===== config.mk =====
export PLATFORM = sky130hd
export DESIGN_NAME = frame_trigger_crc_engine
export DESIGN_NICKNAME = d
export VERILOG_FILES = /design/src/ftce_pkg.sv /design/src/frame_trigger_crc_engine.sv
export SDC_FILE = /design/constraint.sdc
export NUM_CORES = 1
export LEC_CHECK = 0
export BUFFER_PORTS_ARGS = -buffer_cell sky130_fd_sc_hd__buf_4
export CAP_MARGIN = 20
export CELL_PAD_IN_SITES_DETAIL_PLACEMENT = 1
export CELL_PAD_IN_SITES_GLOBAL_PLACEMENT = 2
export CORE_ASPECT_RATIO = 2
export CORE_MARGIN = 2
export CORE_UTILIZATION = 25
export CTS_CLUSTER_DIAMETER = 100
export DETAILED_ROUTE_END_ITERATION = 6
export PLACE_DENSITY_LB_ADDON = 0.1
export RECOVER_POWER = 50
export SLEW_MARGIN = 20
export SYNTH_ARGS = -nofsm -noshare
export SYNTH_HDL_FRONTEND = slang
export SYNTH_SLANG_ARGS = --single-unit

===== constraint.sdc =====
create_clock -name clk -period 6.7 [get_ports clk]
set_clock_uncertainty 0.15 [all_clocks]
set_input_delay 0.67 -clock clk [delete_from_list [all_inputs] [get_ports clk]]
set_output_delay 0.67 -clock clk [all_outputs]
set_load 0.01 [all_outputs]

===== src/ftce_pkg.sv =====
package ftce_pkg;

    localparam logic [31:0] CRC_POLY = 32'hEDB8_8320;
    localparam logic [31:0] CRC_ONES = 32'hFFFF_FFFF;

    typedef struct packed {
        logic [7:0] pixel_value;
        logic       mask_bit;
        logic       last_pixel;
    } ftce_pix_t;

    typedef struct packed {
        logic [31:0] full_frame_crc;
        logic [31:0] masked_pixel_crc;
        logic [31:0] plane0_crc;
        logic [31:0] plane1_crc;
        logic [31:0] masked_plane0_crc;
    } ftce_hash_t;

    // reflected crc-32, one byte per call, plain xor network after synthesis
    function automatic logic [31:0] crc_byte(input logic [31:0] crc_in,
                                             input logic [7:0]  data);
        logic [31:0] c;
        c = crc_in ^ {24'd0, data};
        for (int k = 0; k < 8; k++)
        begin
            if (c[0])
            begin
                c = (c >> 1) ^ CRC_POLY;
            end
            else
            begin
                c = c >> 1;
            end
        end
        return c;
    endfunction

endpackage


===== src/frame_trigger_crc_engine.sv =====
// channel | valid      | ready      | payload
// --------+------------+------------+------------------------------------
// pix     | pix_valid  | pix_ready  | pix  (pixel byte, mask bit, last)
// hash    | hash_valid | hash_ready | hash (five finished crc-32 values)
//
// one pixel request per cycle sustained unless a last pixel waits on a
// stalled hash output; five byte-wide crc updates run on the input register,
// and the last pixel's hashes appear in the output register the cycle after.
// reset clears all five crcs to all ones and the packing state to zero.
// a stalled hash output holds back a pending last pixel and all input behind
// it; mid-frame pixels flow on, and the input register frees as it advances.
module frame_trigger_crc_engine
    import ftce_pkg::*;
(
    input  logic       clk,
    input  logic       rst_n,
    input  logic       pix_valid,
    output logic       pix_ready,
    input  ftce_pix_t  pix,
    output logic       hash_valid,
    input  logic       hash_ready,
    output ftce_hash_t hash
);

    logic        s1_valid_reg;
    ftce_pix_t   s1_reg;
    logic        s1_advance;

    logic [31:0] full_crc_reg,  full_crc_next;
    logic [31:0] mpix_crc_reg,  mpix_crc_next;
    logic [31:0] p0_crc_reg,    p0_crc_next;
    logic [31:0] p1_crc_reg,    p1_crc_next;
    logic [31:0] mp0_crc_reg,   mp0_crc_next;
    logic [7:0]  p0_pack_reg,   p0_pack_next;
    logic [7:0]  p1_pack_reg,   p1_pack_next;
    logic [7:0]  mp0_pack_reg,  mp0_pack_next;
    logic [2:0]  bit_pos_reg,   bit_pos_next;

    logic        hash_valid_reg;
    ftce_hash_t  hash_reg;

    logic [7:0]  p0_fill, p1_fill, mp0_fill;
    logic        byte_done;

    // a last pixel needs the output register free; others never wait
    assign s1_advance = s1_valid_reg
                        && (!s1_reg.last_pixel || !hash_valid_reg || hash_ready);
    assign pix_ready  = !s1_valid_reg || s1_advance;

    always_ff @(posedge clk or negedge rst_n)
    begin
        if (!rst_n)
        begin
            s1_valid_reg <= 1'b0;
        end
        else if (pix_ready)
        begin
            s1_valid_reg <= pix_valid;
        end
    end

    always_ff @(posedge clk)
    begin
        if (pix_ready && pix_valid)
        begin
            s1_reg <= pix;
        end
    end

    always_comb
    begin
        p0_fill   = p0_pack_reg  | ({7'd0, s1_reg.pixel_value[0]} << bit_pos_reg);
        p1_fill   = p1_pack_reg  | ({7'd0, s1_reg.pixel_value[1]} << bit_pos_reg);
        mp0_fill  = mp0_pack_reg
                    | ({7'd0, s1_reg.pixel_value[0] & s1_reg.mask_bit} << bit_pos_reg);
        byte_done = (bit_pos_reg == 3'd7);

        full_crc_next = crc_byte(full_crc_reg, s1_reg.pixel_value);
        mpix_crc_next = s1_reg.mask_bit ? crc_byte(mpix_crc_reg, s1_reg.pixel_value)
                                        : mpix_crc_reg;
        p0_crc_next   = byte_done ? crc_byte(p0_crc_reg, p0_fill)   : p0_crc_reg;
        p1_crc_next   = byte_done ? crc_byte(p1_crc_reg, p1_fill)   : p1_crc_reg;
        mp0_crc_next  = byte_done ? crc_byte(mp0_crc_reg, mp0_fill) : mp0_crc_reg;
        p0_pack_next  = byte_done ? 8'd0 : p0_fill;
        p1_pack_next  = byte_done ? 8'd0 : p1_fill;
        mp0_pack_next = byte_done ? 8'd0 : mp0_fill;
        bit_pos_next  = bit_pos_reg + 3'd1;
    end

    always_ff @(posedge clk or negedge rst_n)
    begin
        if (!rst_n)
        begin
            full_crc_reg <= CRC_ONES;
            mpix_crc_reg <= CRC_ONES;
            p0_crc_reg   <= CRC_ONES;
            p1_crc_reg   <= CRC_ONES;
            mp0_crc_reg  <= CRC_ONES;
            p0_pack_reg  <= 8'd0;
            p1_pack_reg  <= 8'd0;
            mp0_pack_reg <= 8'd0;
            bit_pos_reg  <= 3'd0;
        end
        else if (s1_advance)
        begin
            if (s1_reg.last_pixel)
            begin
                // frame done, start the next one clean
                full_crc_reg <= CRC_ONES;
                mpix_crc_reg <= CRC_ONES;
                p0_crc_reg   <= CRC_ONES;
                p1_crc_reg   <= CRC_ONES;
                mp0_crc_reg  <= CRC_ONES;
                p0_pack_reg  <= 8'd0;
                p1_pack_reg  <= 8'd0;
                mp0_pack_reg <= 8'd0;
                bit_pos_reg  <= 3'd0;
            end
            else
            begin
                full_crc_reg <= full_crc_next;
                mpix_crc_reg <= mpix_crc_next;
                p0_crc_reg   <= p0_crc_next;
                p1_crc_reg   <= p1_crc_next;
                mp0_crc_reg  <= mp0_crc_next;
                p0_pack_reg  <= p0_pack_next;
                p1_pack_reg  <= p1_pack_next;
                mp0_pack_reg <= mp0_pack_next;
                bit_pos_reg  <= bit_pos_next;
            end
        end
    end

    always_ff @(posedge clk or negedge rst_n)
    begin
        if (!rst_n)
        begin
            hash_valid_reg <= 1'b0;
        end
        else if (s1_advance && s1_reg.last_pixel)
        begin
            hash_valid_reg <= 1'b1;
        end
        else if (hash_ready)
        begin
            hash_valid_reg <= 1'b0;
        end
    end

    always_ff @(posedge clk)
    begin
        if (s1_advance && s1_reg.last_pixel)
        begin
            hash_reg.full_frame_crc    <= full_crc_next ^ CRC_ONES;
            hash_reg.masked_pixel_crc  <= mpix_crc_next ^ CRC_ONES;
            hash_reg.plane0_crc        <= p0_crc_next   ^ CRC_ONES;
            hash_reg.plane1_crc        <= p1_crc_next   ^ CRC_ONES;
            hash_reg.masked_plane0_crc <= mp0_crc_next  ^ CRC_ONES;
        end
    end

    assign hash_valid = hash_valid_reg;
    assign hash       = hash_reg;

    // pixels that end no frame never stall in the input register
    a_mid_frame_flows: assert property (@(posedge clk) disable iff (!rst_n)
        s1_valid_reg && !s1_reg.last_pixel |-> s1_advance)
        else $error("mid-frame pixel stalled");

    // a frame end restarts the packing slot
    a_frame_end_restart: assert property (@(posedge clk) disable iff (!rst_n)
        s1_advance && s1_reg.last_pixel |=> bit_pos_reg == 3'd0
                                            && full_crc_reg == CRC_ONES)
        else $error("state not restarted after frame end");

    // packing registers hold no bits at or above the current slot
    a_pack_clean: assert property (@(posedge clk) disable iff (!rst_n)
        ((p0_pack_reg | p1_pack_reg | mp0_pack_reg) >> bit_pos_reg) == 8'd0)
        else $error("stray bits in packing registers");

    // masked plane bits are a subset of plane-0 bits
    a_mask_subset: assert property (@(posedge clk) disable iff (!rst_n)
        (mp0_pack_reg & ~p0_pack_reg) == 8'd0)
        else $error("masked plane bit without plane-0 bit");

    // a new hash only comes from an advancing last pixel
    a_hash_source: assert property (@(posedge clk) disable iff (!rst_n)
        $rose(hash_valid_reg) |-> $past(s1_advance && s1_reg.last_pixel))
        else $error("hash appeared without a frame end");

endmodule

==> impl_metrics.ini <==
[route]
num_vias = 10400
drc_errors = 0
wl_mm = 53.4
vias_per_cell = 4.38
wl_per_cell_um = 22.5
first_iter_violations = 326
drtPass1Iterations = 4
postRouteAntennaNets = 0

[setup_path]
worstReg2RegEnd = hash[38]$_DFFE_PP_
path_max_fanout = 110
endpoint = hash[38]$_DFFE_PP_
timing.reg2reg.setup_slack_ps = 2570
path_class = register to register
cp.required_ps = 6740
reg2reg_depth = 3
r2r-start = s1_reg[0]$_DFFE_PP_
end_kind = register
crit_path_start_kind = register
critPathArrivalTime_ps = 4170
startpoint = s1_reg[0]$_DFFE_PP_

[grt]
met3_usage = 0.0225
overflow = 0
use_met1 = 0.164
grt_max_degree = 131
met2_usage = 0.278
grt_pass1_vias = 11600
busiest_layer = met2
grtUsageTotal = 0.145
antenna_found_initial = 0
grt_pass1_wl_mm = 80.5

[timing]
finalHoldViolations = 0
slew_violations = 112
period_share = 0.617
tightest_slew_ps = 4020
slew_headroom = -1.68
min_period_ps = 4130
setup_slack_ps = 2570
setup_viol = 0
rsz0062_at_grt = false
setup_tns_ps = 0
max_freq_mhz = 242

[layout]
multi_input_area_um2 = 7650
fillers = 7671
final_cell_mix = 174 x clkbuf_1, 170 x edfxtp_1, 162 x xnor2_1
largest_register_ffs = 160
n_antenna_cell = 0
syn2layout_area_growth_pct = 17.8
drive_gt1_frac = 0.205
fin_nets = 1445
regArea_um2 = 10000
mostFrequentLayoutCell = clkbuf_1

[yosys]
synthesis.nets = 1275
synth_edf_count = 170
seq_area_frac_synth = 0.558
yosys_warnings = 0
synth-seq-cells = 359
postSynthAreaPerCell_um2 = 14.3
synth.distinct_cells = 50
async_flop_share = 0.526
syn_area_um2 = 18000
syn_inst = 1259
synthFlopType = edfxtp_1

[clock_network]
clock_latency_ps = 560
cts_resized = 0
clk_pin_slew_ps = 60
cts_max_level = 2
holdBufCountCts = 0
cts_sinks = 359
numCtsBuffers = 41
cts_setup_buffers = 0
root_buffer = clkbuf_16
clock_path_buffers = 3
cts_tree = built

[place]
io_buffers = 175
dp_hpwl_mm = 35.6
gp_congestion = 0.703
place_ws_ps = 2970

[worst_hold_path]
hp-class = input port to register

[run_status]
violations = max-capacitance violations, max-slew violations
status = finished with violations

[floorplan]
die_h_um = 383
start_util = 0.252
die_w_um = 194
die_area_um2 = 74200
io_pins = 176
core_area_um2 = 71500
core.rowCount = 139

[run]
max_cap_violations = 2

[power]
p_leak_nw = 8.07
p_per_area_nw_per_um2 = 440
power.total_mw = 9.31
irDropWorstVdd_mv = 0.236
synth_stat cells (3+ instances only):
cell | number | area, um2
xnor3_1 | 41 | 923
dfstp_2 | 160 | 4200
buf_4 | 4 | 30.0
and2_1 | 7 | 43.8
clkbuf_1 | 41 | 154
edfxtp_1 | 170 | 5100
o21ai_0 | 16 | 80.1
buf_1 | 13 | 48.8
xnor3_2 | 3 | 71.3
xnor2_1 | 159 | 1390
xnor2_4 | 12 | 330
nand2_1 | 21 | 78.8
mux2_2 | 3 | 33.8
inv_1 | 8 | 30.0
xor2_2 | 3 | 48.8
xor2_1 | 59 | 517
o22a_1 | 69 | 604
a31oi_1 | 13 | 81.3
xnor2_2 | 19 | 309
mux2i_1 | 111 | 1110
xor3_1 | 30 | 713
dfrtp_1 | 29 | 726
nor2_1 | 113 | 424
nor2b_1 | 4 | 25.0
a21oi_1 | 117 | 586
cell families (layout without fill, tap and decap cells):
| family | Yosys count | after routing | synth area share |
|---|---|---|---|
| AOI/OAI and AO/OA | 227 | 227 | 0.0827 |
| xor gates and xnor gates | 326 | 326 | 0.239 |
| adders and majority gates | 2 | 2 | 0.00139 |
| buffers and inverters | 70 | 273 | 0.0164 |
| DFF | 359 | 359 | 0.558 |
| and+or+nand+nor | 161 | 161 | 0.0383 |
| muxes | 114 | 114 | 0.0637 |
metrics by stage:
step | hold slack (ps) | utilization | std cells | instance area (um2)
3_5_place_dp | 338 | 0.285 | 2302 | 20400
6_report | 158 | 0.296 | 2378 | 21200
5_1_grt | 128 | 0.296 | 2378 | 21200
2_1_floorplan | 224 | - | 1259 | 18000
3_3_place_gp | 323 | 0.285 | 2302 | 20400
4_1_cts | 91.3 | 0.306 | 2378 | 21800
report_power, final:
part           switching (mW)  internal, mW  total, mW
logic                    2.00          1.53       3.53
clock network           0.991          1.55       2.54
registers               0.242          3.00       3.24
worst max-delay path: stages, from the launching register on:
cell	delay, ps
edfxtp_1	520
nand3_1	200
and3_1	2160
buf_12	490
cell type report:
class | count | area share
inverter | 8 | 0.00142
timing repair buffer | 189 | 0.0391
multi-input combinational | 830 | 0.361
sequential | 359 | 0.474
clock inverter | 19 | 0.0141
tap | 916 | 0.0541
clock buffer | 57 | 0.0562
how the worst min path moves through the flow:
stage                     slack [ps]                    endpoint                        from  depth (start not counted)
after floorplan                  220  bit_pos_reg[0]$_DFFE_PN0P_                       rst_n                          0
after global placement           320  p1_pack_reg[6]$_DFFE_PN0P_  p1_pack_reg[6]$_DFFE_PN0P_                          2
after detailed placement         340  p0_pack_reg[2]$_DFFE_PN0P_  p0_pack_reg[2]$_DFFE_PN0P_                          2
after CTS                         90         s1_reg[1]$_DFFE_PP_                      pix[1]                          1
after global routing             130         s1_reg[1]$_DFFE_PP_                      pix[1]                          1
final                            160         s1_reg[4]$_DFFE_PP_                      pix[4]                          1
per-layer routing:
layer / routed length, um / share of wire
met1: 20800 / 0.39
met2: 29400 / 0.55
met3: 1860 / 0.035
met4: 1280 / 0.024
met5: 0 / 0
No activity file was read; power rests on OpenSTA's default activity.
